**src/hw/rtl/bpc_pkg.sv**
```systemverilog
// bpc_pkg: shared types and constants for the button press classifier.
// Holds the configuration register set, lane control word and register indexes.
// No dependencies.
`default_nettype none

package bpc_pkg;

	localparam int unsigned PIN_BITS   = 10;
	localparam int unsigned PLUS_IDX   = 8;
	localparam int unsigned CNT_W      = 8;
	localparam int unsigned CFG_ADDR_W = 2;
	localparam int unsigned IN_TDATA_W  = 16;
	localparam int unsigned OUT_TDATA_W = 16;

	// configuration register indexes
	localparam logic [CFG_ADDR_W-1:0] CFG_SHORT_THR = 2'd0;
	localparam logic [CFG_ADDR_W-1:0] CFG_LONG_THR  = 2'd1;
	localparam logic [CFG_ADDR_W-1:0] CFG_CEILING   = 2'd2;

	// reset values
	localparam logic [CNT_W-1:0] SHORT_THR_RST = 8'd5;
	localparam logic [CNT_W-1:0] LONG_THR_RST  = 8'd50;
	localparam logic [CNT_W-1:0] CEILING_RST   = 8'd200;

	// input kind codes
	localparam logic KIND_TICK  = 1'b0;
	localparam logic KIND_QUERY = 1'b1;

	typedef struct packed {
		logic [CNT_W-1:0] short_thr;
		logic [CNT_W-1:0] long_thr;
		logic [CNT_W-1:0] ceiling;
	} cfg_t;

	typedef struct packed {
		logic tick;
		logic query;
	} lane_ctl_t;

endpackage

`default_nettype wire

```
**src/hw/rtl/button_press_classifier_unit.sv**
```systemverilog
// Button press classifier: one lane per button, merged into one result word.
// An accepted word is registered in the output register, or in the skid
// register if the output stalls. Throughput: one word per cycle while s_tready
// is high (low while the skid is full); every lane updates in the accept cycle.
// Reset (arst_n low, asynchronous): counters, flags and marks clear, registers
// return to short 5, long 50, ceiling 200, output empty.
`default_nettype none

module button_press_classifier_unit
	import bpc_pkg::*;
#(
	parameter int unsigned BUTTONS = 10
) (
	input  wire logic                   clk,
	input  wire logic                   arst_n,
	input  wire logic                   s_tvalid,
	output logic                        s_tready,
	input  wire logic [IN_TDATA_W-1:0]  s_tdata,   // [9:0] raw_pins
	input  wire logic                   s_tuser,   // [0] kind
	output logic                        m_tvalid,
	input  wire logic                   m_tready,
	output logic [OUT_TDATA_W-1:0]      m_tdata,   // [9:0] pressed_mask, [10] long_press
	input  wire logic                   cfg_we,
	input  wire logic [CFG_ADDR_W-1:0]  cfg_addr,
	input  wire logic [CNT_W-1:0]       cfg_wdata
);

	cfg_t                 cfg_q;
	logic                 accept;
	logic [PIN_BITS-1:0]  pins;
	logic [BUTTONS-1:0]   flags;
	logic [BUTTONS-1:0]   hits;

	assign accept = s_tvalid && s_tready;
	assign pins   = s_tdata[PIN_BITS-1:0];

	always_ff @(posedge clk or negedge arst_n) begin
		if (!arst_n) begin
			cfg_q.short_thr <= SHORT_THR_RST;
			cfg_q.long_thr  <= LONG_THR_RST;
			cfg_q.ceiling   <= CEILING_RST;
		end else if (cfg_we) begin
			unique case (cfg_addr)
				CFG_SHORT_THR: cfg_q.short_thr <= cfg_wdata;
				CFG_LONG_THR:  cfg_q.long_thr  <= cfg_wdata;
				CFG_CEILING:   cfg_q.ceiling   <= cfg_wdata;
				default:       ;
			endcase
		end
	end

	for (genvar i = 0; i < BUTTONS; i++) begin : g_lane
		lane_ctl_t ctl;
		logic      held;

		assign ctl.tick  = accept && (s_tuser == KIND_TICK);
		// only the plus button answers a long query
		assign ctl.query = (i == PLUS_IDX) && accept && (s_tuser == KIND_QUERY);

		if (i < PIN_BITS) begin : g_pin
			assign held = !pins[i];
		end else begin : g_nopin
			assign held = 1'b0;
		end

		bpc_lane u_lane (
			.clk      (clk),
			.arst_n   (arst_n),
			.cfg      (cfg_q),
			.ctl      (ctl),
			.held     (held),
			.flag_d   (flags[i]),
			.long_hit (hits[i])
		);
	end

	bpc_merge #(
		.BUTTONS (BUTTONS)
	) u_merge (
		.clk      (clk),
		.arst_n   (arst_n),
		.accept   (accept),
		.flags    (flags),
		.long_hit (|hits),
		.in_ready (s_tready),
		.m_tvalid (m_tvalid),
		.m_tready (m_tready),
		.m_tdata  (m_tdata)
	);

endmodule

`default_nettype wire

```
**src/hw/rtl/bpc_lane.sv**
```systemverilog
// bpc_lane: per-button hold counter, press flag and long mark.
// Depends on bpc_pkg.
`default_nettype none

module bpc_lane
	import bpc_pkg::*;
(
	input  wire logic      clk,
	input  wire logic      arst_n,
	input  wire cfg_t      cfg,
	input  wire lane_ctl_t ctl,
	input  wire logic      held,
	output logic           flag_d,
	output logic           long_hit
);

	logic [CNT_W-1:0] count_q;
	logic             flag_q;
	logic             mark_q;
	logic             short_ok;

	assign short_ok = count_q >= cfg.short_thr;
	assign long_hit = ctl.query && (count_q >= cfg.long_thr);

	// flag as it stands after this word; a query leaves it alone
	always_comb begin
		flag_d = flag_q;
		if (ctl.tick) begin
			flag_d = !held && short_ok && !mark_q;
		end
	end

	always_ff @(posedge clk or negedge arst_n) begin
		if (!arst_n) begin
			count_q <= '0;
			flag_q  <= 1'b0;
			mark_q  <= 1'b0;
		end else begin
			flag_q <= flag_d;
			if (ctl.tick) begin
				if (held) begin
					if (count_q < cfg.ceiling) begin
						count_q <= count_q + 1'b1;
					end
				end else begin
					if (short_ok) begin
						mark_q <= 1'b0;
					end
					count_q <= '0;
				end
			end else if (long_hit) begin
				count_q <= '0;
				mark_q  <= 1'b1;
			end
		end
	end

endmodule

`default_nettype wire

```
**src/hw/rtl/bpc_merge.sv**
```systemverilog
// bpc_merge: gathers lane flags into the result word and holds it in an
// output register backed by a skid register. Depends on bpc_pkg.
`default_nettype none

module bpc_merge
	import bpc_pkg::*;
#(
	parameter int unsigned BUTTONS = 10
) (
	input  wire logic                   clk,
	input  wire logic                   arst_n,
	input  wire logic                   accept,
	input  wire logic [BUTTONS-1:0]     flags,
	input  wire logic                   long_hit,
	output logic                        in_ready,
	output logic                        m_tvalid,
	input  wire logic                   m_tready,
	output logic [OUT_TDATA_W-1:0]      m_tdata
);

	localparam int unsigned RES_W = PIN_BITS + 1;

	logic [PIN_BITS-1:0]    mask;
	logic [RES_W-1:0]       res;
	logic [RES_W-1:0]       out_q;
	logic [RES_W-1:0]       skid_q;
	logic                   out_vld_q;
	logic                   skid_vld_q;
	logic                   pop;

	for (genvar i = 0; i < PIN_BITS; i++) begin : g_mask
		if (i < BUTTONS) begin : g_on
			assign mask[i] = flags[i];
		end else begin : g_off
			assign mask[i] = 1'b0;
		end
	end

	assign res      = {long_hit, mask};
	assign pop      = out_vld_q && m_tready;
	assign in_ready = !skid_vld_q;
	assign m_tvalid = out_vld_q;
	assign m_tdata  = {{(OUT_TDATA_W-RES_W){1'b0}}, out_q};

	always_ff @(posedge clk or negedge arst_n) begin
		if (!arst_n) begin
			out_vld_q  <= 1'b0;
			skid_vld_q <= 1'b0;
		end else if (pop) begin
			if (skid_vld_q) begin
				skid_vld_q <= 1'b0;
			end else begin
				out_vld_q <= accept;
			end
		end else if (accept) begin
			if (out_vld_q) begin
				skid_vld_q <= 1'b1;
			end else begin
				out_vld_q <= 1'b1;
			end
		end
	end

	// payload: move skid forward on pop, else land new word where there is room
	always_ff @(posedge clk) begin
		if (pop) begin
			if (skid_vld_q) begin
				out_q <= skid_q;
			end else if (accept) begin
				out_q <= res;
			end
		end else if (accept) begin
			if (out_vld_q) begin
				skid_q <= res;
			end else begin
				out_q <= res;
			end
		end
	end

endmodule

`default_nettype wire

```
**config.mk**
```make
export PLATFORM = sky130hd
export DESIGN_NAME = button_press_classifier_unit
export DESIGN_NICKNAME = d
export VERILOG_FILES = /design/src/hw/rtl/bpc_pkg.sv /design/src/hw/rtl/button_press_classifier_unit.sv /design/src/hw/rtl/bpc_lane.sv /design/src/hw/rtl/bpc_merge.sv
export SDC_FILE = /design/constraint.sdc
export NUM_CORES = 1
export LEC_CHECK = 0
export BUFFER_PORTS_ARGS = -buffer_cell sky130_fd_sc_hd__buf_2
export CORE_MARGIN = 4
export CORE_UTILIZATION = 41
export DETAILED_ROUTE_END_ITERATION = 10
export PLACE_DENSITY = 0.59
export SYNTH_ARGS = -nofsm -noshare
export SYNTH_HDL_FRONTEND = slang
export SYNTH_SLANG_ARGS = --single-unit
```
**constraint.sdc**
```tcl
create_clock -name clk -period 6.5 [get_ports clk]
set_clock_uncertainty 0.05 [all_clocks]
set_input_delay 0.65 -clock clk [delete_from_list [all_inputs] [get_ports clk]]
set_output_delay 0.65 -clock clk [all_outputs]
set_load 0.03 [all_outputs]
```
# Yosys cells after proc, flatten, opt, wreduce, memory -nomap -nowiden

Cells that the tools add are included.

Reductions and logical operators: 50
Bitwise logic cells: 2
Order comparisons: 21
Equal/unequal tests: 7
Mux-type cells: 47
$add $sub $neg: 10

Operator list:

| cell                                                 | number |
|---|---|
| two-way mux 8 bit                                    | 22 |
| >= comparator 8 bit                                  | 11 |
| adder 8 x 1 -> 8 bit (second input constant)         | 10 |
| < comparator 8 bit                                   | 10 |
| two-way mux 11 bit                                   | 5 |
| AND reduction 2 bit                                  | 15 |
| nonzero test 2 bit                                   | 13 |
| two-way mux 1 bit                                    | 20 |
| logical AND 1 bit                                    | 16 |
| AND reduction 3 bit                                  | 3 |
| != test 2 bit (second input constant)                | 3 |
| != test 3 x 2 -> 1 bit (second input constant)       | 1 |
| equality test 2 x 1 -> 1 bit (second input constant) | 1 |
| equality test 2 bit (second input constant)          | 1 |
| logical NOT 1 bit                                    | 2 |
| logical NOT 2 bit                                    | 1 |
| != test 2 x 1 -> 1 bit (second input constant)       | 1 |
| NOT 1 bit                                            | 2 |

Word-level logic and storage cells: 165
Register bits after elaboration: 139
Output and inout port bits: 18

# Logic depth before layout (Yosys ltp)

Gate-level depths: netlist of the first run.

Depth in word-level cells: 7
Depth in mapped cells: 9

# Hierarchy

Synthesis of the first run repeated with hierarchy kept, for this count alone.

Cells, all modules: 1,501
Area, all modules: 13,623.1 um2

Modules (own cells, without submodules):

| module                       | cells each | instances | sequential area each (um2) | area each (um2) |
|---|---|---|---|---|
| bpc_lane                     | 138        | 10        | 250.2                      | 1,163.6 |
| button_press_classifier_unit | 69         | 1         | 610.6                      | 1,003.5 |
| bpc_merge                    | 52         | 1         | 710.7                      | 983.4 |

# Worst setup path before layout of the first run

Ideal clock, no wire load.

Path type: register to register
Start point: register cfg_q[6] (netlist bit)
End point: register g_lane[6].u_lane.count_q[7]
Setup slack: 3.925 ns
Arrival time: 2.448 ns
Path buffers: 0
Data required time: 6.372 ns
Period minus slack after synthesis: 2.575 ns
Stages on the path, launching flop included: 9
Setup time: 0.078 ns
Path through: dfstp_2 inv_1 ha_1 a21oi_1 o21ai_0 or3_4 a2111o_1 or4_1 a21oi_1

Word-level cells in the longest chain between the ends: 3

Ends and longest elaborated chain:

| item                                 | line                               | source |
|---|---|---|
| from (decl)                          | button_press_classifier_unit.sv:28 | `cfg_t cfg_q;` |
| < comparator 8 bit                   | bpc_lane.sv:42                     | `if (count_q < cfg.ceiling) begin` |
| nonzero test 2 bit (no source line)  | -                                  |  |
| AND reduction 2 bit (no source line) | -                                  |  |
| to (signal assigned)                 | bpc_lane.sv:43                     | `count_q <= count_q + 1'b1;` |
| to (decl)                            | bpc_lane.sv:17                     | `logic [CNT_W-1:0] count_q;` |

Every way passes these cells.
A chain may end at the register's enable or synchronous reset.

# Worst setup path after layout of the first run

Start point: register cfg_q[1] (netlist bit)
End point: register g_lane[8].u_lane.count_q[2]

Word-level cells in the longest chain between the ends: 3

Ends and longest elaborated chain:

| item                                    | line |
|---|---|
| < comparator 8 bit                      | bpc_lane.sv:42 |
| != test 3 x 2 -> 1 bit (no source line) | - |
| AND reduction 2 bit (no source line)    | - |
| to (signal assigned)                    | bpc_lane.sv:43 |
| to (decl)                               | bpc_lane.sv:17 |

Every way passes these cells.

==> results of run 1 <==
cell usage after synthesis, types with 25 or more instances:
library cell,count,area (µm²)
a21o_1,31,232.7
a21oi_1,89,445.4
dfrtp_1,109,2728
ha_1,168,2102
inv_1,53,198.9
mux2_2,25,281.5
nand2_1,68,255.2
nand2b_1,25,156.4
nand3_1,35,175.2
nor2_1,26,97.59
o21ai_0,72,360.4
or3_1,27,168.9
layout by cell type (no fill, tap or decap), types with 8 or more instances in the layout:
| master | count |
|---|---|
| ha_1 | 168 |
| dfrtp_1 | 109 |
| a21oi_1 | 89 |
| o21ai_0 | 72 |
| nand2_1 | 68 |
| inv_1 | 53 |
| buf_2 | 37 |
| nand3_1 | 35 |
| a21o_1 | 31 |
| or3_1 | 27 |
| nand2b_1 | 25 |
| nor2_1 | 25 |
| mux2_2 | 25 |
| xnor2_1 | 22 |
| edfxtp_1 | 22 |
| nand4_1 | 20 |
| and3_1 | 19 |
| clkbuf_16 | 18 |
| a211oi_1 | 13 |
| o31ai_1 | 12 |
| a31oi_1 | 12 |
| and2_1 | 10 |
| mux2i_1 | 10 |
| a2111oi_0 | 9 |
| dfstp_2 | 8 |
state kept, by name, indices dropped and copies added, names as in the netlist:
register	flops
u_merge.out_q	11
cfg_q	24
u_merge.skid_q	11
u_merge.m_tvalid	1
g_lane.u_lane.count_q	80
g_lane.u_lane.flag_q	10
u_merge.skid_vld_q	1
g_lane.u_lane.mark_q	1
routing by layer:
layer / vias up / GRT usage / part of all wire
li1: 3826 / - / -
met4: 0 / 0.04766 / 0.014
met5: - / 0 / 0
met3: 25 / 0.02936 / 0.027
met2: 115 / 0.3258 / 0.47
met1: 3743 / 0.2634 / 0.49
cell type report:
class	instances	area share
clock inverters	12	0.01084
multi-input cells	784	0.5422
inverters	53	0.01814
well taps	319	0.03639
repair buffers	44	0.02167
clock buffers	20	0.04266
flip-flops and latches	139	0.3281
cells by family after synthesis:
logic type | after synthesis
flip-flops | 139
buffers and inverters | 79
XOR/XNOR | 25
multiplexers | 35
AO/OA/AOI/OAI | 294
other | 1
AND/OR/NAND/NOR | 257
adder cells (fa/ha/maj) | 168
worst register-to-register path: stages (launching register included):
cell and delay [ns]:
dfrtp_1 0.37, inv_1 0.49, ha_1 0.34, a2111oi_0 0.38, nor4_1 0.16, a2111oi_4 0.65
o31a_1 0.37, a31oi_1 0.14
worst max-delay path by stage:
stage,startpoint,endpoint,slack [ns],cells after the start
5_1_grt,cfg_q[1],g_lane[8].u_lane.count_q[2],3.17,7
4_1_cts,cfg_q[1],g_lane[8].u_lane.count_q[2],3.46,7
3_5_place_dp,s_tuser,g_lane[6].u_lane.count_q[7],3.41,6
6_report,cfg_q[1],g_lane[8].u_lane.count_q[2],3.42,7
3_3_place_gp,s_tuser,g_lane[6].u_lane.count_q[7],3.45,6
2_1_floorplan,cfg_q[6],g_lane[6].u_lane.count_q[7],3.92,8
power breakdown:
part           switching, mW  internal (mW)
logic                  0.855          0.600
clock network          0.396          0.595
registers              0.266           1.10
==> results by group, run 1 <==
Status
  • Status: completed

Timing
  • Hold slack: between 0.3 and 0.4 ns
  • PnR worst setup slack: between 3 and 4 ns
  • Worst-margin pin slew: roughly 1.0 ns
  • Maximum achievable frequency: 324.6 MHz
  • Hold Vio Cnt, Final: 0
  • Slew Viols, Final: 0
  • Fin crit period: 3.081 ns
  • Final Cycle Share: 0.4740
  • # setup viols final: 0
  • RSZ-0062 raised after global routing: no
  • Max-slew headroom: 0.2960
  • Total negative slack: 0 ns

Synth
  • Post-synth top flop: dfrtp_1
  • Mux contribution to synthesized area: 0.03878
  • Sequential area share after synthesis: 0.3657
  • Yosys reg bits: 139
  • Post-synthesis xor/xnor area fraction: 0.02225
  • Mean Syn Cell Area: 9.859 µm²
  • Simple-gate share of the synthesized area: 0.1384
  • Area of the mapped netlist: ~9800 µm²
  • Post-synth EDFFs: 22
  • Synth warn: 0
  • Asr flop ratio synth: 0.8417
  • Synth Instances: between 900 and 1000
  • Distinct cells, synth: 58
  • Compound-gate portion of the synthesized area: 0.1887
  • Adder-cell share of the synthesized area: 0.2136
  • Main combinational cell family by area after synthesis: adder cells

Critical path
  • Crit-path max FO: 10
  • CP top delay family: compound AO/OA/AOI/OAI gates
  • WP data arrival: 3.32 ns
  • Startpoint types: register
  • Crit path cell chain: inv_1 -> ha_1 -> a2111oi_0 -> nor4_1 -> a2111oi_4 -> o31a_1 -> a31oi_1
  • CP max stage cell: a2111oi_4
  • R2R Path End: g_lane[8].u_lane.count_q[2]
  • WP data required: 6.74 ns
  • R2r startpoint: cfg_q[1]
  • R2R cell count: 7
  • R2R setup slack: approximately 3.4 ns
  • WP buf/inv: 1
  • Crit end category: register
  • CP max stage delay: 0.64 ns
  • Crit Path Class: reg -> reg

Floorplan
  • Io pins: 50
  • Die outline area: 26540 µm²
  • Die X: 162.9 µm
  • Die Y: 162.9 µm
  • Core ar.: 23540 µm²
  • Initial Utilization: 0.4179
  • Num rows: 56

Clocking
  • TritonCTS clock tree: built
  • Clock root buffer: clkbuf_16
  • Inserted Clock Buffers: 17
  • Clk buf depth: 2
  • Clock slew at reported path FFs: 0.06 ns
  • Post-CTS Setup Bufs: 0
  • Post-CTS Hold Buffers: 0
  • # resized after CTS: 0
  • Clock Latency Late Sink: between 0.4 and 0.5 ns
  • Clock Sinks: 139
  • H-tree lvl count: 4

Drt
  • Drt total wl: ~25 mm
  • Detail Route Antenna Nets: 0
  • DRT Pass-1 Iters: 5
  • DRC viols: 0
  • DR vias: 7709
  • First DRT Iteration DRCs: 340
  • Vias per std cell: 5.623
  • Routed wire length per instance: 18.27 µm

Global route
  • Vias in the first global route: 7366
  • Largest net degree at the start of global routing: 71
  • Grt total ovfl: 0
  • First-pass GRT wire length: roughly 40 mm
  • Gr usage total: 0.1937
  • Antenna violations before repair: 0

Layout
  • Ant diodes: 0
  • Cell area after layout: approximately 11000 µm²
  • Final Util: 0.4659
  • FF+latch area: ~3600 µm²
  • Share of layout cells above drive strength 1: 0.1207
  • Multi-input gate area: 5947 µm²
  • FILL cells: 2287
  • Area delta synth->final: 11.47%
  • Final nets: 1239
  • Fin cells: about 1400

Placed design
  • Area after DPL: 10380 µm²
  • # port buffers: 38
  • RD Place Congestion: 0.8164
  • Post-Place Worst Slack: approximately 3.4 ns
  • Detailed placement HPWL: around 16 mm
  • Placed Cells: 1339

Job
  • Max-cap check violation count: 0

Min path
  • HP Class: in -> async

Power and ir drop
  • Leak: 5.174 nW
  • Total Power: 3.814 mW
  • Pwr dens: 347.7 nW/µm²
  • VDD IR max: 0.1934 mV
Note: power is estimated with default switching activity, not from simulation.
==> inputs of run 2 (changes only) <==
==> constraint.sdc (replaced) <==
create_clock -name clk -period 3.23 [get_ports clk]
set_clock_uncertainty 0.05 [all_clocks]
set_input_delay 0.323 -clock clk [delete_from_list [all_inputs] [get_ports clk]]
set_output_delay 0.323 -clock clk [all_outputs]
set_load 0.03 [all_outputs]
==> run 2 against run 1 <==
Effect of this change: global-route usage up 0.44 points; combinational power is 100% higher; sequential share of layout area fell by 0.66 points; count of clock-buffer cells in the layout is 5 higher; core utilization rose by 0.96 points; die area stayed put; clock power increased by 130%; total power up 110%; cell area increased by 2.1%; critical endpoint is now g_lane[6].u_lane.count_q[7].
==> results by group, run 2 (synthesis results as in run 1) <==
Status
  • Status: completed

Layout
  • Area delta synth->final: 13.76%
  • Top reg by flops: g_lane.u_lane.count_q
  • Share of layout cells above drive strength 1: 0.1330 (+0.01224)
  • Commonest non-fill, non-tap cells in the layout: 168 x ha_1, 109 x dfrtp_1, 89 x a21oi_1
  • Most common cell after layout, fill and taps aside: ha_1
  • Cell area after layout: 11190 µm² (+2.1%)
  • Biggest regs: g_lane.u_lane.count_q: 80 flops, cfg_q: 24 flops
  • Ant diodes: 0 (unchanged)
  • Max reg flops: 80 (unchanged)
  • Final nets: 1255 (+1.3%)

Placed design
  • Detailed placement HPWL: 17.74 mm (+7.9%)
  • RD Place Congestion: 0.8515 (+4.3%)
  • Post-Place Worst Slack: 0.3612 ns (-3.050 ns)
  • Area after DPL: 10510 µm² (+1.2%)
  • # port buffers: 38 (unchanged)

Floorplan
  • Num rows: 56 (unchanged)
  • Die outline area: 26540 µm² (unchanged)
  • Core ar.: 23540 µm² (unchanged)
  • Die Y: 162.9 µm (unchanged)
  • Initial Utilization: 0.4179 (unchanged)
  • Io pins: 50 (unchanged)
  • Die X: 162.9 µm (unchanged)

Timing
  • Hold Vio Cnt, Final: 0 (unchanged)
  • Maximum achievable frequency: 347.0 MHz (+6.9%)
  • Final Cycle Share: 0.8923 (+0.4183)
  • Max-slew headroom: 0.2953 (-0.0006590)
  • RSZ-0062 raised after global routing: no
  • Fin crit period: 2.882 ns (-0.1989 ns)
  • Total negative slack: 0 ns (unchanged)
  • Hold slack: 0.05118 ns (-0.2826 ns)
  • PnR worst setup slack: 0.3478 ns (-3.071 ns)
  • Slew Viols, Final: 0 (unchanged)
  • Worst-margin pin slew: 1.046 ns (+0.0009784 ns)
  • # setup viols final: 0 (unchanged)

Critical path
  • WP data required: 3.53 ns (-3.21 ns)
  • Critical Path Source: cfg_q[7]
  • WP data arrival: 3.18 ns (-0.14 ns)
  • Startpoint types: register
  • Crit Path Class: reg -> reg
  • Crit-path max FO: 10 (unchanged)
  • Crit end category: register
  • R2r startpoint: cfg_q[7]

Clocking
  • Clock root buffer: clkbuf_16
  • Inserted Clock Buffers: 17 (unchanged)
  • Clk buf depth: 2 (unchanged)
  • Post-CTS Setup Bufs: 0 (unchanged)
  • Clock slew at reported path FFs: 0.06 ns (about the same)
  • H-tree lvl count: 4 (unchanged)
  • TritonCTS clock tree: built
  • Clock Sinks: 139 (unchanged)
  • Clock Latency Late Sink: 0.43 ns (about the same)
  • # resized after CTS: 0 (unchanged)

Drt
  • Detail Route Antenna Nets: 0 (unchanged)
  • DRC viols: 0 (unchanged)
  • DRT Pass-1 Iters: 5 (unchanged)
  • First DRT Iteration DRCs: 400 (+18%)
  • Drt total wl: 25.39 mm (+1.3%)
  • DR vias: 7772 (+0.82%)
  • Routed wire length per instance: 18.30 µm (+0.16%)
  • Vias per std cell: 5.603 (-0.35%)

Global route
  • Met2 Use GR: 0.3355 (+0.009623)
  • First-pass GRT wire length: 41.17 mm (+2.5%)
  • Met3 Use GR: 0.02607 (-0.003290)
  • Gr busiest metal: met2
  • Antenna violations before repair: 0 (unchanged)
  • Largest net degree at the start of global routing: 56 (-21%)
  • Vias in the first global route: 7677 (+4.2%)
  • Grt total ovfl: 0 (unchanged)
  • Met1 Usage GRT: 0.2650 (+0.001610)
  • Gr usage total: 0.1981 (+0.004403)

Power and ir drop
  • VDD IR max: 0.3380 mV (+75%)
  • Pwr dens: 712.1 nW/µm² (+100%)
  • Leak: 5.290 nW (+2.2%)

Min path
  • Min-delay src: s_tdata[4]
  • HP Class: in -> reg

Job
  • Max-cap check violation count: 0 (unchanged)
==> run 2: cell count changes in the layout (fill, tap and decap cells not counted), sizes merged <==
cell	delta
clkinv	-6
clkbuf	+5
dlygate4sd3	+1
bufinv	+1
buf	+15
==> run 2: worst paths after layout <==
kind	end	slack (ns)	cells past startpoint
setup / recovery	g_lane[6].u_lane.count_q[7]	0.35	8
hold / removal	g_lane[4].u_lane.count_q[0]	0.05	2
setup reg to reg	g_lane[6].u_lane.count_q[7]	0.35	8
hold reg to reg	g_lane[8].u_lane.mark_q	0.45	1
max in group asynchronous	cfg_q[7]	1.88	3
min in group asynchronous	g_lane[9].u_lane.count_q[7]	0.45	2
==> run 2: layout make-up <==
| type | instances | area, µm² |
|---|---|---|
| Clock inverter | 7 | 117.6 |
| Inverter | 53 | 198.9 |
| Multi-Input combinational cell | 784 | 5947 |
| Tap cell | 319 | 399.1 |
| Sequential cell | 139 | 3598 |
| Timing Repair Buffer | 60 | 372.9 |
| Clock buffer | 25 | 559.3 |
| Fill cell | 2199 | 12350 |
==> run 2: metal layers <==
layer	share of wire	vias to the layer above
li1	-	3857
met1	0.47	3725
met2	0.48	156
met3	0.038	34
met4	0.019	0
met5	0	-
==> run 2: critical path, stage by stage (launching register included) <==
cell	delay, ns
dfstp_2	0.52
inv_1	0.27
ha_1	0.43
nand4_1	0.10
o21ai_0	0.09
or3_4	0.36
a2111o_1	0.43
or4_1	0.40
a21oi_1	0.15
==> run 2: per-stage QoR <==
| stage | total power, mW | utilization | std cells |
|---|---|---|---|
| floorplan | 4.785 | - | 1002 |
| global placement | 5.675 | 0.4463 | 1354 |
| detailed placement | 5.768 | 0.4463 | 1354 |
| CTS | 8.033 | 0.4754 | 1387 |
| global route | 8.625 | 0.4754 | 1387 |
| finish | 7.970 | 0.4754 | 1387 |
==> run 2: report_power, final <==
part / internal (mW) / total [mW] / switching, mW / leakage, nW
Sequential: 2.22 / 2.76 / 0.543 / 1.69
Combinational: 1.24 / 2.98 / 1.74 / 3.27
Clock: 1.44 / 2.23 / 0.789 / 0.332
Total: 4.90 / 7.97 / 3.07 / 5.29
==> run 2: repair_timing <==
| item | in CTS | in global routing |
|---|---|---|
| hold endpoints to repair | 46 | 0 |
| setup endpoints to repair | 0 | 0 |
| hold buffers | 1 | 0 |
